<file path="src/sv/shkfd_pkg.sv">
// ----------------------------------------------------------------------------
// shkfd_pkg - serial HID key frame decoder package
// Shared constants, report patterns, item and register types.
// ----------------------------------------------------------------------------
package shkfd_pkg;

   localparam int REPORT_BYTES      = 8;
   localparam int TIME_BITS_DEFAULT = 32;
   localparam int COUNT_BITS        = 4;
   localparam int STORE_BITS        = 3;
   localparam int PATTERN_COUNT     = 8;
   localparam int CSR_ADDR_BITS     = 4;
   localparam int CSR_DATA_BITS     = 32;
   localparam int LIMIT_BITS        = 16;

   localparam logic [COUNT_BITS-1:0] FRAME_FIRST_DATA = 4'd3;
   localparam logic [COUNT_BITS-1:0] FRAME_LAST       = 4'd10;
   localparam logic [COUNT_BITS-1:0] POS_HDR0         = 4'd0;
   localparam logic [COUNT_BITS-1:0] POS_HDR1         = 4'd1;
   localparam logic [COUNT_BITS-1:0] POS_TYPE         = 4'd2;

   localparam logic [7:0] HDR0     = 8'h57;
   localparam logic [7:0] HDR1     = 8'hAB;
   localparam logic [7:0] HDR_TYPE = 8'h01;

   localparam logic [LIMIT_BITS-1:0] BYTE_GAP_RESET     = 16'd100;
   localparam logic [LIMIT_BITS-1:0] DOUBLE_PRESS_RESET = 16'd500;

   typedef logic [7:0]                rpt_byte_type;
   typedef logic [REPORT_BYTES*8-1:0] report_type;

   typedef enum logic [2:0] {
      KEY_UP          = 3'd0,
      KEY_DOWN        = 3'd1,
      KEY_LEFT        = 3'd2,
      KEY_RIGHT       = 3'd3,
      KEY_ENTER       = 3'd4,
      KEY_DOUBLE_CTRL = 3'd5
   } key_event_type;

   typedef enum logic [1:0] {
      CLS_NONE = 2'd0,
      CLS_CTRL = 2'd1,
      CLS_KEY  = 2'd2
   } rpt_class_type;

   typedef struct packed {
      rpt_class_type cls;
      key_event_type key;
   } rpt_item_type;

   typedef enum logic [1:0] {
      CSR_BYTE_GAP     = 2'd0,
      CSR_DOUBLE_PRESS = 2'd1,
      CSR_KEYBOARD_ID  = 2'd2
   } csr_index_type;

   // byte i of a report sits at bits [8i+7:8i]
   localparam report_type PATTERNS [PATTERN_COUNT] = '{
      64'h0000_0000_0000_0001,
      64'h0000_0000_0000_0010,
      64'h0000_0000_0052_0000,
      64'h0000_0000_0051_0000,
      64'h0000_0000_0050_0000,
      64'h0000_0000_004F_0000,
      64'h0000_0000_0028_0000,
      64'h0000_0000_0058_0000
   };

   localparam rpt_class_type PATTERN_CLASS [PATTERN_COUNT] = '{
      CLS_CTRL, CLS_CTRL, CLS_KEY, CLS_KEY, CLS_KEY, CLS_KEY, CLS_KEY, CLS_KEY
   };

   localparam key_event_type PATTERN_KEY [PATTERN_COUNT] = '{
      KEY_UP, KEY_UP, KEY_UP, KEY_DOWN, KEY_LEFT, KEY_RIGHT, KEY_ENTER, KEY_ENTER
   };

   // Compare a full report with every fixed pattern in parallel.
   function automatic rpt_item_type classify(input report_type rpt);
      rpt_item_type item;
      item.cls = CLS_NONE;
      item.key = KEY_UP;
      for (int k = PATTERN_COUNT - 1; k >= 0; k--) begin
         if (rpt == PATTERNS[k]) begin
            item.cls = PATTERN_CLASS[k];
            item.key = PATTERN_KEY[k];
         end
      end
      return item;
   endfunction

endpackage

</file>
<file path="src/sv/shkfd_front.sv">
// ----------------------------------------------------------------------------
// shkfd_front - frame assembly front end
// Accepts bytes, applies the byte-gap restart, checks the header and
// classifies each complete report into a queue item.
// ----------------------------------------------------------------------------
module shkfd_front #(
   parameter int TIME_BITS = shkfd_pkg::TIME_BITS_DEFAULT
) (
   input  logic                                clock,
   input  logic                                reset,
   input  logic                                req_valid,
   output logic                                req_stall,
   input  logic [7:0]                          req_rx_byte,
   input  logic [TIME_BITS-1:0]                now_t,
   input  logic [shkfd_pkg::LIMIT_BITS-1:0]    byte_gap,
   input  logic                                q_full,
   output logic                                q_push,
   output shkfd_pkg::rpt_item_type             q_item,
   output logic [TIME_BITS-1:0]                q_time
);

   localparam int STORE_DEPTH = shkfd_pkg::REPORT_BYTES - 1;

   logic [TIME_BITS-1:0]                last_time_ff, last_time_in;
   logic [shkfd_pkg::COUNT_BITS-1:0]    count_ff, count_in;
   shkfd_pkg::rpt_byte_type             report_ff [STORE_DEPTH];

   logic                                accept;
   logic [TIME_BITS-1:0]                elapsed;
   logic                                gap_passed;
   logic [shkfd_pkg::COUNT_BITS-1:0]    pos;
   logic [shkfd_pkg::STORE_BITS-1:0]    store_idx;
   logic                                store_wr;
   shkfd_pkg::report_type               rpt;

   assign req_stall  = q_full;
   assign accept     = req_valid && !q_full;
   assign elapsed    = now_t - last_time_ff;
   assign gap_passed = elapsed > TIME_BITS'(byte_gap);
   assign store_idx  = shkfd_pkg::STORE_BITS'(pos - shkfd_pkg::FRAME_FIRST_DATA);

   always_comb begin
      if (count_ff > shkfd_pkg::FRAME_LAST || gap_passed) begin
         pos = '0;
      end else begin
         pos = count_ff;
      end
   end

   always_comb begin
      count_in     = count_ff;
      last_time_in = last_time_ff;
      store_wr     = 1'b0;
      if (accept) begin
         last_time_in = now_t;
         count_in     = pos + 1'b1;
         case (pos)
            shkfd_pkg::POS_HDR0: begin
               if (req_rx_byte != shkfd_pkg::HDR0) count_in = '0;
            end
            shkfd_pkg::POS_HDR1: begin
               if (req_rx_byte != shkfd_pkg::HDR1) count_in = '0;
            end
            shkfd_pkg::POS_TYPE: begin
               if (req_rx_byte != shkfd_pkg::HDR_TYPE) count_in = '0;
            end
            shkfd_pkg::FRAME_LAST: begin
               count_in = '0;
            end
            default: begin
               store_wr = 1'b1;
            end
         endcase
      end
   end

   // last report byte comes straight from the port
   always_comb begin
      for (int i = 0; i < STORE_DEPTH; i++) begin
         rpt[i*8 +: 8] = report_ff[i];
      end
      rpt[STORE_DEPTH*8 +: 8] = req_rx_byte;
   end

   assign q_push = accept && (pos == shkfd_pkg::FRAME_LAST);
   assign q_item = shkfd_pkg::classify(rpt);
   assign q_time = now_t;

   always_ff @(posedge clock) begin
      if (reset) begin
         count_ff     <= '0;
         last_time_ff <= '0;
      end else begin
         count_ff     <= count_in;
         last_time_ff <= last_time_in;
      end
   end

   always_ff @(posedge clock) begin
      if (store_wr) begin
         report_ff[store_idx] <= req_rx_byte;
      end
   end

   a_frame_end_restarts: assert property (@(posedge clock) disable iff (reset)
      (accept && pos == shkfd_pkg::FRAME_LAST) |=> (count_ff == '0))
      else $error("count not cleared after last frame byte");

   a_gap_bad_header: assert property (@(posedge clock) disable iff (reset)
      (accept && gap_passed && req_rx_byte != shkfd_pkg::HDR0) |=> (count_ff == '0))
      else $error("frame kept after gap with wrong first byte");

endmodule

</file>
<file path="src/sv/shkfd_queue.sv">
// ----------------------------------------------------------------------------
// shkfd_queue - two-entry report queue
// Decouples frame assembly from event generation.
// ----------------------------------------------------------------------------
module shkfd_queue #(
   parameter int TIME_BITS = shkfd_pkg::TIME_BITS_DEFAULT
) (
   input  logic                      clock,
   input  logic                      reset,
   input  logic                      push,
   input  shkfd_pkg::rpt_item_type   push_item,
   input  logic [TIME_BITS-1:0]      push_time,
   output logic                      full,
   input  logic                      pop,
   output logic                      pop_valid,
   output shkfd_pkg::rpt_item_type   pop_item,
   output logic [TIME_BITS-1:0]      pop_time
);

   localparam int DEPTH = 2;

   logic [1:0]                 count_ff, count_in;
   logic                       wr_ptr_ff, rd_ptr_ff;
   shkfd_pkg::rpt_item_type    item_mem_ff [DEPTH];
   logic [TIME_BITS-1:0]       time_mem_ff [DEPTH];

   assign full      = (count_ff == 2'(DEPTH));
   assign pop_valid = (count_ff != '0);
   assign pop_item  = item_mem_ff[rd_ptr_ff];
   assign pop_time  = time_mem_ff[rd_ptr_ff];

   always_comb begin
      count_in = count_ff;
      if (push && !pop) count_in = count_ff + 1'b1;
      if (pop && !push) count_in = count_ff - 1'b1;
   end

   always_ff @(posedge clock) begin
      if (reset) begin
         count_ff  <= '0;
         wr_ptr_ff <= 1'b0;
         rd_ptr_ff <= 1'b0;
      end else begin
         count_ff <= count_in;
         if (push) wr_ptr_ff <= wr_ptr_ff + 1'b1;
         if (pop)  rd_ptr_ff <= rd_ptr_ff + 1'b1;
      end
   end

   always_ff @(posedge clock) begin
      if (push) begin
         item_mem_ff[wr_ptr_ff] <= push_item;
         time_mem_ff[wr_ptr_ff] <= push_time;
      end
   end

   a_no_overflow: assert property (@(posedge clock) disable iff (reset)
      !(push && full && !pop))
      else $error("queue push while full");

   a_no_underflow: assert property (@(posedge clock) disable iff (reset)
      pop |-> pop_valid)
      else $error("queue pop while empty");

endmodule

</file>
<file path="src/sv/shkfd_back.sv">
// ----------------------------------------------------------------------------
// shkfd_back - event generation back end
// Applies the double-ctrl window and registers at most one event per report.
// ----------------------------------------------------------------------------
module shkfd_back #(
   parameter int TIME_BITS = shkfd_pkg::TIME_BITS_DEFAULT
) (
   input  logic                              clock,
   input  logic                              reset,
   input  logic                              q_valid,
   input  shkfd_pkg::rpt_item_type           q_item,
   input  logic [TIME_BITS-1:0]              q_time,
   output logic                              q_pop,
   input  logic [shkfd_pkg::LIMIT_BITS-1:0]  double_press,
   input  logic                              keyboard_id,
   output logic                              rsp_valid,
   input  logic                              rsp_stall,
   output logic                              rsp_source_id,
   output logic [2:0]                        rsp_key_event
);

   logic                        armed_ff, armed_in;
   logic [TIME_BITS-1:0]        last_ctrl_ff, last_ctrl_in;
   logic                        rsp_valid_ff, rsp_valid_in;
   logic                        source_ff;
   shkfd_pkg::key_event_type    key_ff;

   logic                        emit;
   shkfd_pkg::key_event_type    key_new;
   logic [TIME_BITS-1:0]        elapsed;
   logic                        passed;

   assign q_pop   = q_valid && (!rsp_valid_ff || !rsp_stall);
   assign elapsed = q_time - last_ctrl_ff;
   assign passed  = elapsed > TIME_BITS'(double_press);

   always_comb begin
      emit         = 1'b0;
      key_new      = q_item.key;
      armed_in     = armed_ff;
      last_ctrl_in = last_ctrl_ff;
      if (q_pop) begin
         case (q_item.cls)
            shkfd_pkg::CLS_CTRL: begin
               last_ctrl_in = q_time;
               if (armed_ff && !passed) begin
                  emit     = 1'b1;
                  key_new  = shkfd_pkg::KEY_DOUBLE_CTRL;
                  armed_in = 1'b0;
               end else begin
                  armed_in = 1'b1;
               end
            end
            shkfd_pkg::CLS_KEY: begin
               emit = 1'b1;
            end
            default: begin
               armed_in = 1'b0;
            end
         endcase
      end
   end

   always_comb begin
      rsp_valid_in = rsp_valid_ff;
      if (q_pop) begin
         rsp_valid_in = emit;
      end else if (!rsp_stall) begin
         rsp_valid_in = 1'b0;
      end
   end

   always_ff @(posedge clock) begin
      if (reset) begin
         armed_ff     <= 1'b0;
         last_ctrl_ff <= '0;
         rsp_valid_ff <= 1'b0;
      end else begin
         armed_ff     <= armed_in;
         last_ctrl_ff <= last_ctrl_in;
         rsp_valid_ff <= rsp_valid_in;
      end
   end

   always_ff @(posedge clock) begin
      if (q_pop && emit) begin
         source_ff <= keyboard_id;
         key_ff    <= key_new;
      end
   end

   assign rsp_valid     = rsp_valid_ff;
   assign rsp_source_id = source_ff;
   assign rsp_key_event = key_ff;

   a_unmatched_disarms: assert property (@(posedge clock) disable iff (reset)
      (q_pop && q_item.cls == shkfd_pkg::CLS_NONE) |=> !armed_ff)
      else $error("unmatched report left ctrl armed");

   a_double_ctrl_emits: assert property (@(posedge clock) disable iff (reset)
      (q_pop && q_item.cls == shkfd_pkg::CLS_CTRL && armed_ff && !passed)
      |=> (rsp_valid_ff && !armed_ff && key_ff == shkfd_pkg::KEY_DOUBLE_CTRL))
      else $error("double ctrl not reported");

endmodule

</file>
<file path="src/sv/serial_hid_key_frame_decoder_unit.sv">
// ----------------------------------------------------------------------------
// serial_hid_key_frame_decoder_unit - serial HID key frame decoder
// Turns a stream of timestamped serial bytes into navigation key events.
// ----------------------------------------------------------------------------
// The unit takes one serial byte per transfer with its millisecond arrival
// time and assembles frames of 0x57, 0xAB, 0x01 and an 8-byte keyboard
// report; a wrong header byte drops the frame, and a gap longer than
// byte_gap_ms (wrapping subtraction, strictly greater) restarts assembly
// before the byte is taken. Each complete report gives at most one event:
// up, down, left, right, enter, or double ctrl when two ctrl reports fall
// within double_press_ms; a report matching no pattern disarms ctrl. A byte
// is taken every clock cycle while req_stall is low: the front end checks the
// frame and compares the report with all fixed patterns in the cycle of the
// transfer, a two-entry queue holds classified reports, and the back end
// registers the event, which passes a queue entry and the result register.
// req_stall is high while the queue holds two reports; it fills only while
// rsp_stall holds the result register. Registers sit at byte addresses 0x0
// (byte_gap_ms), 0x4 (double_press_ms) and 0x8 (keyboard_id); write them
// only while no frame is in flight.
// ----------------------------------------------------------------------------
module serial_hid_key_frame_decoder_unit #(
   parameter int TIME_BITS = shkfd_pkg::TIME_BITS_DEFAULT
) (
   input  logic                                  clock,
   input  logic                                  reset,
   // byte input
   input  logic                                  req_valid,
   output logic                                  req_stall,
   input  logic [7:0]                            req_rx_byte,
   input  logic [31:0]                           req_now_ms,
   // event output
   output logic                                  rsp_valid,
   input  logic                                  rsp_stall,
   output logic                                  rsp_source_id,
   output logic [2:0]                            rsp_key_event,
   // register port
   input  logic                                  csr_psel,
   input  logic                                  csr_penable,
   input  logic                                  csr_pwrite,
   input  logic [shkfd_pkg::CSR_ADDR_BITS-1:0]   csr_paddr,
   input  logic [shkfd_pkg::CSR_DATA_BITS-1:0]   csr_pwdata,
   output logic [shkfd_pkg::CSR_DATA_BITS-1:0]   csr_prdata,
   output logic                                  csr_pready
);

   logic [shkfd_pkg::LIMIT_BITS-1:0]  byte_gap_ff;
   logic [shkfd_pkg::LIMIT_BITS-1:0]  double_press_ff;
   logic                              keyboard_id_ff;

   logic                              csr_wr;
   shkfd_pkg::csr_index_type          csr_idx;
   logic [TIME_BITS-1:0]              now_t;

   logic                              q_full;
   logic                              q_push;
   shkfd_pkg::rpt_item_type           q_push_item;
   logic [TIME_BITS-1:0]              q_push_time;
   logic                              q_pop;
   logic                              q_valid;
   shkfd_pkg::rpt_item_type           q_pop_item;
   logic [TIME_BITS-1:0]              q_pop_time;

   // Register port: zero-wait, word addressed; low address bits ignored.
   assign csr_pready = 1'b1;
   assign csr_wr     = csr_psel && csr_penable && csr_pwrite && csr_pready;
   assign csr_idx    = shkfd_pkg::csr_index_type'(csr_paddr[3:2]);

   always_ff @(posedge clock) begin
      if (reset) begin
         byte_gap_ff     <= shkfd_pkg::BYTE_GAP_RESET;
         double_press_ff <= shkfd_pkg::DOUBLE_PRESS_RESET;
         keyboard_id_ff  <= 1'b0;
      end else if (csr_wr) begin
         case (csr_idx)
            shkfd_pkg::CSR_BYTE_GAP:     byte_gap_ff     <= csr_pwdata[15:0];
            shkfd_pkg::CSR_DOUBLE_PRESS: double_press_ff <= csr_pwdata[15:0];
            shkfd_pkg::CSR_KEYBOARD_ID:  keyboard_id_ff  <= csr_pwdata[0];
            default: begin
               // unused address: drop the write
            end
         endcase
      end
   end

   always_comb begin
      case (csr_idx)
         shkfd_pkg::CSR_BYTE_GAP:     csr_prdata = 32'(byte_gap_ff);
         shkfd_pkg::CSR_DOUBLE_PRESS: csr_prdata = 32'(double_press_ff);
         shkfd_pkg::CSR_KEYBOARD_ID:  csr_prdata = 32'(keyboard_id_ff);
         default:                     csr_prdata = '0;
      endcase
   end

   // Time is kept modulo 2^TIME_BITS; narrow or widen the arrival stamp.
   assign now_t = TIME_BITS'(req_now_ms);

   shkfd_front #(
      .TIME_BITS (TIME_BITS)
   ) u_front (
      .clock       (clock),
      .reset       (reset),
      .req_valid   (req_valid),
      .req_stall   (req_stall),
      .req_rx_byte (req_rx_byte),
      .now_t       (now_t),
      .byte_gap    (byte_gap_ff),
      .q_full      (q_full),
      .q_push      (q_push),
      .q_item      (q_push_item),
      .q_time      (q_push_time)
   );

   shkfd_queue #(
      .TIME_BITS (TIME_BITS)
   ) u_queue (
      .clock     (clock),
      .reset     (reset),
      .push      (q_push),
      .push_item (q_push_item),
      .push_time (q_push_time),
      .full      (q_full),
      .pop       (q_pop),
      .pop_valid (q_valid),
      .pop_item  (q_pop_item),
      .pop_time  (q_pop_time)
   );

   shkfd_back #(
      .TIME_BITS (TIME_BITS)
   ) u_back (
      .clock         (clock),
      .reset         (reset),
      .q_valid       (q_valid),
      .q_item        (q_pop_item),
      .q_time        (q_pop_time),
      .q_pop         (q_pop),
      .double_press  (double_press_ff),
      .keyboard_id   (keyboard_id_ff),
      .rsp_valid     (rsp_valid),
      .rsp_stall     (rsp_stall),
      .rsp_source_id (rsp_source_id),
      .rsp_key_event (rsp_key_event)
   );

endmodule

</file>
<file path="config.mk">
export PLATFORM = sky130hd
export DESIGN_NAME = serial_hid_key_frame_decoder_unit
export DESIGN_NICKNAME = d
export VERILOG_FILES = /design/src/sv/shkfd_pkg.sv /design/src/sv/shkfd_front.sv /design/src/sv/shkfd_queue.sv /design/src/sv/shkfd_back.sv /design/src/sv/serial_hid_key_frame_decoder_unit.sv
export SDC_FILE = /design/constraint.sdc
export NUM_CORES = 1
export LEC_CHECK = 0
export ABC_AREA = 1
export BUFFER_PORTS_ARGS = -buffer_cell sky130_fd_sc_hd__buf_2
export CAP_MARGIN = 20
export CORE_MARGIN = 8
export CORE_UTILIZATION = 45
export CTS_CLUSTER_SIZE = 12
export DETAILED_ROUTE_END_ITERATION = 16
export PLACE_DENSITY = 0.65
export REMOVE_ABC_BUFFERS = 1
export SLEW_MARGIN = 20
export SYNTH_ARGS = -nofsm -noshare
export SYNTH_HDL_FRONTEND = slang
export SYNTH_SLANG_ARGS = --single-unit
</file>
<file path="constraint.sdc">
create_clock -name clock -period 5.85 [get_ports clock]
set_input_delay 0.585 -clock clock [delete_from_list [all_inputs] [get_ports clock]]
set_output_delay 0.585 -clock clock [all_outputs]
set_load 0.01 [all_outputs]
</file>
==> results of run 1 <==
==> worst max-delay path: cells and delay by family (launching register included) <==
family                   cells  cell delay [ps]
AND/OR/NAND/NOR             16             2550
adder cells (fa/ha/maj)      4             1140
flip-flops                   1              310
buffers and inverters        2              220
AO/OA/AOI/OAI                1              190
XOR/XNOR                     1              100
==> registers in the layout, indices dropped and copies added, names as in the netlist, named ones only <==
register / flops
keyboard_id_ff: 1
u_back.rsp_valid: 1
u_queue.count_ff: 2
double_press_ff: 16
u_front.count_ff: 4
u_back.rsp_key_event: 3
u_queue.time_mem_ff: 64
u_front.last_time_ff: 32
u_queue.item_mem_ff: 10
u_back.last_ctrl_ff: 32
u_back.rsp_source_id: 1
byte_gap_ff: 16
u_queue.wr_ptr_ff: 1
u_front.report_ff: 56
u_queue.rd_ptr_ff: 1
u_back.armed_ff: 1
==> power groups by stage <==
stage          registers, mW  logic (mW)  clock network [mW]
5_1_grt                 1.82       0.638                1.77
6_report                1.82       0.562                1.67
2_1_floorplan           1.85       0.394                   0
3_3_place_gp            1.85       0.549                   0
4_1_cts                 1.82       0.561                1.71
3_5_place_dp            1.85       0.558                   0
==> area by class of cell <==
class | count | area share, %
multi-input combinational | 1319 | 43.6
sequential | 242 | 37.1
inverter | 333 | 7.49
clock buffer | 41 | 4.57
timing repair buffer | 99 | 3.31
tap | 442 | 3.31
clock inverter | 9 | 0.660
==> synthesized netlist by cell type (12+ instances only) <==
library cell / count / share of area (%)
nor4_1: 17 / 0.71
edfxtp_1: 134 / 27
nor3_1: 16 / 0.54
nor2_1: 146 / 3.7
nand2_1: 469 / 12
ha_1: 101 / 8.5
a21oi_1: 154 / 5.2
inv_2: 12 / 0.30
mux2_2: 31 / 2.3
nand2_2: 16 / 0.67
o21ai_0: 119 / 4.0
clkbuf_1: 30 / 0.76
inv_1: 318 / 8.0
nand3_1: 68 / 2.3
nand4_1: 32 / 1.3
dfxtp_1: 108 / 15
o22ai_1: 16 / 0.67
buf_4: 17 / 0.86
xor2_1: 28 / 1.6
==> cell families after synthesis <==
kind of cell               after synthesis
xor gates and xnor gates                32
buffers and inverters                  384
DFF                                    242
AOI/OAI and AO/OA                      321
and+or+nand+nor                        811
other                                    2
muxes                                   35
adders and majority gates              103
==> routing by layer <==
metal | up-vias | GRT usage, %
met2 | 222 | 33.0
met1 | 5815 | 25.4
met4 | 0 | 5.70
met3 | 49 | 1.77
li1 | 6469 | -
met5 | - | 0
==> worst min-delay path by stage <==
stage	end	depth (start not counted)	start	slack [ps]
floorplan	u_back.rsp_source_id$_DFFE_PP_	0	keyboard_id_ff$_SDFFE_PP0P_	430
CTS	u_queue.time_mem_ff[0][0]$_DFFE_PP_	1	req_now_ms[0]	220
global placement	flop	1	u_queue.rd_ptr_ff$_SDFFE_PP0P_	440
global route	u_queue.time_mem_ff[0][0]$_DFFE_PP_	1	req_now_ms[0]	230
detailed placement	flop	1	u_queue.rd_ptr_ff$_SDFFE_PP0P_	440
finish	u_queue.time_mem_ff[1][0]$_DFFE_PP_	1	req_now_ms[0]	260
==> metrics by stage <==
| stage | hold WS, ps | power [mW] | instances | util, % |
|---|---|---|---|---|
| final | 256 | 4.05 | 2485 | 51.3 |
| after global routing | 230 | 4.22 | 2485 | 51.3 |
| after CTS | 225 | 4.08 | 2485 | 51.3 |
| after detailed placement | 445 | 2.41 | 2435 | 48.6 |
| after global placement | 437 | 2.40 | 2435 | 48.6 |
| after floorplan | 426 | 2.25 | 1894 | - |
==> flow_summary.yaml, run 1 <==
sta:
  final.setup.tns_ps: 0
  slew_violations: 0
  maxSlewHeadroom_pct: 36.4
  tightest_slew_ps: 950
  fin_skew_ps: 11.5
  setup_violations: 0
  fmax_mhz: 206
  min_period_over_period_pct: 83.0
  rsz0062_at_grt: "no"
  setup_slack_ps: 992
  fin_crit_ps: 4860
  final-hold-violation-count: 0
synth:
  synth_edf_count: 134
  synth_mux_area_share_pct: 2.61
  synth_xor_area_share_pct: 1.88
  synth_area_sq_um: 14900
  yosysWarningCount: 0
  synthSimpleGateAreaFrac_pct: 23.6
  synthAdderAreaFrac_pct: 8.76
  synth_seq_cells: 242
  syn_area_per_cell_sq_um: 7.71
  synth_cell_types: 50
  ys_seq_area_share_pct: 41.5
  ys.flop_type: "edfxtp_1"
  synth_top_family_by_area: "simple AND/OR/NAND/NOR gates"
  synthCells: 1930
  async_flop_share_pct: 0
  synth_compound_area_share_pct: 11.4
global_routing:
  antenna_found_initial: 1
  first_global_vias: 11656
  grt_max_degree: 102
  grtUsageTotal_pct: 19.2
  grt-ovfl-total: 0
  grt_pass1_wl_um: 60400
setup_path:
  r2r-end: "u_front.report_ff[6][2]$_DFFE_PP_"
  rrSetupSlack_ps: 990
  crit_chain: "ha_1 -> fa_1 -> inv_1 -> nand2_1 -> nand2_1 -> nand4_1 -> nand3_1 -> xor2_1 -> ha_1 -> nand2_1 -> nor4_1 -> nand3b_1 -> nand2_1 -> nand3_1 -> nor3_1 -> nand2_1 -> nor2_2 -> nand2_2 -> nor2_1 -> inv_1 -> ha_1 -> o21ai_2 -> nand4_2 -> nor2_1"
  crit_required_ps: 6030
  end_kind: "flop"
  critPathSlowestCell: "nor2_1"
  arrival_ps: 5030
  start_kind: "flop"
  r2r_start: "u_front.last_time_ff[0]$_SDFFE_PP0P_"
  crit_path_frequent_cell: "nand2_1"
  worstSetupPathType: "reg2reg"
  cp-startpoint: "u_front.last_time_ff[0]$_SDFFE_PP0P_"
  worstRegToRegCells: 24
  critPathMaxStageDelay_ps: 500
  cp_max_fo: 8
  cp-endpoint: "u_front.report_ff[6][2]$_DFFE_PP_"
run:
  cap_violations: 0
placement:
  place_congestion: 0.991
  dpl_worst_slack_ps: 492
  dpl.hpwl_um: 29800
  place_area_sq_um: 15800
  port_buffers: 86
floorplanning:
  die_y_um: 198
  die_area_sq_um: 39200
  core-area_sq_um: 32500
  initial_utilization_pct: 45.8
  io_pins: 122
  rows: 66
  dieWidth_um: 198
clocking:
  ctsRootBufferMaster: "clkbuf_16"
  cts_setup_buffers: 0
  cts_buffer_depth: 3
  clkLatencyLatePin_ps: 540
  cts_tree: "done"
  path_clk_slew_ps: 60
  cts_resized: 0
  ctsHoldBuffers: 0
  cts-htree-levels: 1
  cts_made_buffers: 27
  clock_sink_count: 242
power:
  power_frac_seq_pct: 44.9
  pwr-share-comb_pct: 13.9
  ir_worst_vdd_uv: 190
  power_density_nw_per_um2: 242
  leakage_nw: 7.34
  sw_frac_of_total_pct: 26.1
  power_switching_mw: 1.06
  p_int_mw: 2.99
  p_clk_share_pct: 41.2
route:
  drtIter0Drc: 822
  route.met2.wl_um: 18400
  vias: 12555
  routedLengthMet1_um: 17500
  first_pass_iters: 7
  post_drt_wl_per_cell_um: 15.3
  routed.top_layer: "met4"
  dr_wl_met3_um: 1350
  finalWirelength_um: 38100
  drc: 0
  ant_nets: 0
  vias_per_cell: 5.05
cells_and_area:
  final_common_cell: "nand2_1"
  multi_input_area_sq_um: 7280
  fillers: 3216
  layout-drive-gt1-share_pct: 11.3
  final_net_count: 2208
  mostFrequentLayoutCells: "469 x nand2_1, 317 x inv_1, 154 x a21oi_1"
  design_area_sq_um: 16700
  final-seq-area_sq_um: 6190
  antennaDiodeCount: 0
  areaGrowthSynthToFinish_pct: 12.1
worst_hold_path:
  min_path_type: "in2reg"
run_status:
  status: "finished, final reports clean"
(Power assumes the default switching activity.)
==> inputs of run 2 (changes only) <==
- ABC_AREA: 1 -> 0
- PLACE_DENSITY: 0.65 -> default
- clock period: 5.85 -> 4.7 ns (I/O delays scaled with it)
==> flow_summary.yaml, run 2 <==
sta:
  fin_crit_ps: 5050
  fmax_mhz: 198
  tightest_slew_ps: 1070
  final-hold-violation-count: 0
  slew_violations: 0
  fin_skew_ps: 23.1
  rsz0062_at_grt: "yes"
  setup_slack_ps: -353
  maxSlewHeadroom_pct: 28.9
  min_period_over_period_pct: 108
  final.setup.tns_ps: -38340
  setup_violations: 143
power:
  leakage_nw: 7.24
  power_density_nw_per_um2: 267
  ir_worst_vdd_uv: 296
  total_power_mw: 4.96
clocking:
  ctsRootBufferMaster: "clkbuf_16"
  cts_made_buffers: 26
  cts_tree: "done"
  cts_buffer_depth: 3
  clkLatencyLatePin_ps: 550
  clock_sink_count: 242
  path_clk_slew_ps: 60
  cts-htree-levels: 1
synth:
  yosysMostFrequentCell: "nand2_1"
  async_flop_share_pct: 0
  synthCells: 1485
  syn_area_per_cell_sq_um: 9.47
  synth_area_leaders: "edfxtp_1 29%, dfxtp_1 15%, ha_1 9.0%"
  ys.flop_type: "edfxtp_1"
  ys_top_cells_by_count: "195 x nand2_1, 134 x edfxtp_1, 126 x a21oi_1, 118 x inv_1, 114 x nor2_1"
  ys_seq_area_share_pct: 44.0
  yosysWarningCount: 0
  synth_area_sq_um: 14100
  synth_cell_types: 77
  synth_edf_count: 134
  yosys.area.top_type: "edfxtp_1"
  synth_top_cell_area_share_pct: 28.6
  synth_seq_cells: 242
cells_and_area:
  largest_reg_flops: 64
  top_regs: "u_queue.time_mem_ff: 64 flops, u_front.report_ff: 56 flops"
  areaGrowthSynthToFinish_pct: 31.9
  final_util_pct: 60.5
  fillers: 2609
  layout-drive-gt1-share_pct: 29.5
  top_register: "u_queue.time_mem_ff"
  mostFrequentLayoutCells: "232 x buf_4, 189 x nand2_1, 134 x edfxtp_1"
  final-seq-area_sq_um: 6190
  multi_input_area_sq_um: 7840
  final_common_cell: "buf_4"
  finalNonFillerCells: 2227
  final_net_count: 1996
floorplanning:
  io_pins: 122
  initial_utilization_pct: 45.8
  dieWidth_um: 193
  die_area_sq_um: 37100
  core-area_sq_um: 30700
  die_y_um: 193
  rows: 64
placement:
  dpl_worst_slack_ps: -942
  place_congestion: 0.897
  dpl.hpwl_um: 28300
  port_buffers: 86
  post-place-cells: 2136
global_routing:
  antenna_found_initial: 1
  grt_pass1_wl_um: 60800
  first_global_vias: 11619
  grtUsageTotal_pct: 20.5
  grt_max_degree: 59
  grt-ovfl-total: 0
setup_path:
  cp_max_fo: 8
  crit_required_ps: 4950
  arrival_ps: 5310
  worstSetupPathType: "reg2reg"
  start_kind: "flop"
  end_kind: "flop"
worst_hold_path:
  min_path_type: "in2reg"
route:
  vias_per_cell: 5.34
  drtIter0Drc: 671
  first_pass_iters: 6
  finalWirelength_um: 38900
  vias: 11898
  ant_nets: 0
  drc: 0
  post_drt_wl_per_cell_um: 17.5
run_status:
  violations: "negative setup slack"
  status: "finished with violations"
run:
  cap_violations: 0
run 2: cell count changes in the layout (fill, tap and decap cells not counted), moves of 49 or more:
cell,before,now
inv_1,317,115
o21ai_0,118,40
mux2i_1,4,58
nand2_1,469,189
buf_4,11,232
nand3_1,68,19
run 2: layout make-up:
type,count,share of cell area (%)
Tap cell,396,2.67
Antenna cell,1,0.0135
Inverter,118,2.42
Clock buffer,39,3.88
Timing Repair Buffer,351,14.8
Sequential cell,242,33.4
Clock inverter,9,0.567
Multi-Input combinational cell,1071,42.3
run 2: timing repair:
action,CTS,global route
setup endpoints to repair,146,146
setup buffers,34,6
resized for setup,116,49
hold buffers,0,0
cloned,7,0
pin swaps,74,44
run 2: path summary, 6_finish.rpt:
check,start,to,slack (ps),cells past startpoint
min,req_now_ms[31],u_queue.time_mem_ff[1][31]$_DFFE_PP_,160,1
max reg2reg,u_front.last_time_ff[0]$_SDFFE_PP0P_,u_front.report_ff[5][0]$_DFFE_PP_,-350,25
max,u_front.last_time_ff[0]$_SDFFE_PP0P_,u_front.report_ff[5][0]$_DFFE_PP_,-350,25
min reg2reg,u_front.last_time_ff[29]$_SDFFE_PP0P_,u_front.last_time_ff[29]$_SDFFE_PP0P_,460,2
run 2: layer usage:
metal	vias to the layer above	global-route usage [%]	wire [um]
li1	5969	-	-
met1	5618	27.2	17700
met2	236	34.3	18500
met3	75	2.33	1460
met4	0	6.90	1270
met5	-	0	0
run 2: logic make-up after synthesis:
family | count (synthesis) | share of synthesized area, %
simple gates | 480 | 16.1
compound gates | 339 | 15.6
flops | 242 | 44.0
buf+inv | 187 | 5.65
fa+ha+maj | 103 | 9.28
mux | 90 | 6.69
xor+xnor | 42 | 2.62
other cells | 2 | 0.0534
run 2: power breakdown:
part	internal (mW)	switching, mW	leakage (nW)	total (mW)
Clock	1.16	0.812	0.396	1.98
Combinational	0.333	0.388	4.77	0.721
Sequential	2.25	0.0117	2.07	2.26
run 2: critical path, cell delays in order, from the launching register on:
cell	delay (ps)
dfxtp_2	330
ha_4	160
fa_2	350
nand2b_4	160
a21oi_4	140
buf_4	140
nor2_4	40
xnor2_1	120
ha_1	190
a211o_1	270
o211ai_1	80
a21oi_1	90
o31a_1	300
o21ai_2	180
o221ai_2	120
nand3b_1	250
nor4_4	260
buf_4	150
and2_4	150
inv_4	50
ha_4	170
or3_4	390
nor3_4	200
a211oi_4	80
nor4_2	180
buf_4	230
run 2: metrics by stage:
stage / cell area, sq um / hold WS (ps)
after CTS: 18300 / 136
after detailed placement: 16400 / 447
after floorplan: 13800 / 430
after global routing: 18500 / 137
final: 18500 / 159
after global placement: 16400 / 441
==> inputs of run 3 (changes only) <==
- ABC_AREA: 0 -> 1
==> flow_summary.yaml, run 3 (same netlist as run 1, synthesis figures left out) <==
clocking:
  cts_tree: "done"
  path_clk_slew_ps: 60
  cts-htree-levels: 1
  cts_buffer_depth: 3
  clkLatencyLatePin_ps: 530
  clock_sink_count: 242
  cts_made_buffers: 28
  ctsRootBufferMaster: "clkbuf_16"
sta:
  maxSlewHeadroom_pct: 34.7
  slew_violations: 0
  tightest_slew_ps: 976
  setup_slack_ps: 308
  fin_skew_ps: 11.6
  final-hold-violation-count: 0
  whs_ps: 162
  min_period_over_period_pct: 93.4
  fin_crit_ps: 4390
  setup_violations: 0
  fmax_mhz: 228
run_status:
  status: "finished, final reports clean"
route:
  drtIter0Drc: 871
  drc: 0
  post_drt_wl_per_cell_um: 15.3
  finalWirelength_um: 39800
  vias: 12973
  first_pass_iters: 6
  ant_nets: 0
  vias_per_cell: 4.99
floorplanning:
  dieWidth_um: 198
  core-area_sq_um: 32500
  initial_utilization_pct: 45.8
  die_area_sq_um: 39200
  io_pins: 122
  die_y_um: 198
  rows: 66
placement:
  place_area_sq_um: 16700
  dpl.hpwl_um: 31400
  port_buffers: 86
  dpl_worst_slack_ps: -184
  place_congestion: 0.958
  post-place-cells: 2546
global_routing:
  first_global_vias: 12345
  antenna_found_initial: 2
  grt-ovfl-total: 0
  grt_max_degree: 70
  grtUsageTotal_pct: 19.9
  grt_pass1_wl_um: 62700
setup_path:
  start_kind: "flop"
  worstRegToRegCells: 26
  worstSetupPathType: "reg2reg"
  crit_required_ps: 4940
  cp_max_fo: 8
  end_kind: "flop"
  arrival_ps: 4630
  rrSetupSlack_ps: 310
cells_and_area:
  design_area_sq_um: 17700
  finalNonFillerCells: 2601
  top_register: "u_queue.time_mem_ff"
  areaGrowthSynthToFinish_pct: 19.0
  mostFrequentLayoutCells: "463 x nand2_1, 317 x inv_1, 153 x a21oi_1"
  final_common_cell: "nand2_1"
  top_regs: "u_queue.time_mem_ff: 64 flops, u_front.report_ff: 56 flops"
  final_net_count: 2323
  layout-drive-gt1-share_pct: 17.1
  largest_reg_flops: 64
worst_hold_path:
  hold_depth: 1
  min_path_type: "in2reg"
run:
  cap_violations: 0
power:
  total_power_mw: 5.16
  leakage_nw: 7.92
  ir_worst_vdd_uv: 284
  power_density_nw_per_um2: 291
## run 3: cell types whose count changed in the layout (fill, tap and decap cells not counted), sizes merged, moves of 45 or more
cell / delta
inv: +213
o21ai: +68
nand2: +290
buf: -138
mux2i: -55
nand3: +50
nor2: +45
## run 3: timing repair
action	in CTS	in global routing
hold buffers	0	0
resized for setup	0	30
endpoints found under the setup margin	0	141
setup buffers	0	3
## run 3: per-layer routing
metal  GRT usage [%]  part of all wire [%]  up-vias  wire, um
li1                -                     -     6703         -
met3            1.63                   4.0       72      1600
met5               0                     0        -         0
met1            27.0                    47     5905     18500
met4            6.78                   3.4        0      1350
met2            33.1                    46      293     18300
## run 3: through the flow
stage	setup TNS (ps)	util, %
after floorplan	-118160	-
after global placement	-1780	51.2
after detailed placement	-8060	51.2
after CTS	0	53.9
after global routing	-1450	54.4
final	0	54.4
## run 3: power breakdown
group	total, mW	leakage [nW]	internal, mW	switching [mW]
Clock	2.07	0.423	1.23	0.842
Sequential	2.26	2.07	2.25	0.00771
Combinational	0.824	5.42	0.314	0.511
## run 3: final cells by class
type,instances,area [sq um]
Inverter,333,1250
Clock buffer,35,748
Multi-Input combinational cell,1319,7410
Timing Repair Buffer,213,1430
Clock inverter,15,130
Fill cell,3136,14800
Sequential cell,242,6190
Antenna cell,2,5.00
Tap cell,442,553
## run 3: worst max-delay path, cell delays in order, from the launching register on
cell      delay (ps)
dfxtp_1          300
inv_1             50
ha_1             290
buf_4            160
or2_1            240
buf_4            140
nand3_1           80
nand2_1           80
xor2_1           150
ha_1             270
nand2_1           90
nor4_4           310
nand3b_1         130
nand2_2          110
nand3_1          120
nor3_2           120
nand2_1           80
nor2_2           110
nand2_2          110
nor2_4           150
inv_2             60
ha_2             190
buf_4            150
nand2_1          110
nand4_2          160
nor2_1           170
buf_6            160
## run 3: path summary, 6_finish.rpt
| check | endpoint | start |
|---|---|---|
| max | u_front.report_ff[4][3]$_DFFE_PP_ | u_front.last_time_ff[3]$_SDFFE_PP0P_ |
| min | u_queue.time_mem_ff[1][15]$_DFFE_PP_ | req_now_ms[15] |
| max reg2reg | u_front.report_ff[4][3]$_DFFE_PP_ | u_front.last_time_ff[3]$_SDFFE_PP0P_ |
| min reg2reg | u_front.last_time_ff[16]$_SDFFE_PP0P_ | u_front.last_time_ff[16]$_SDFFE_PP0P_ |
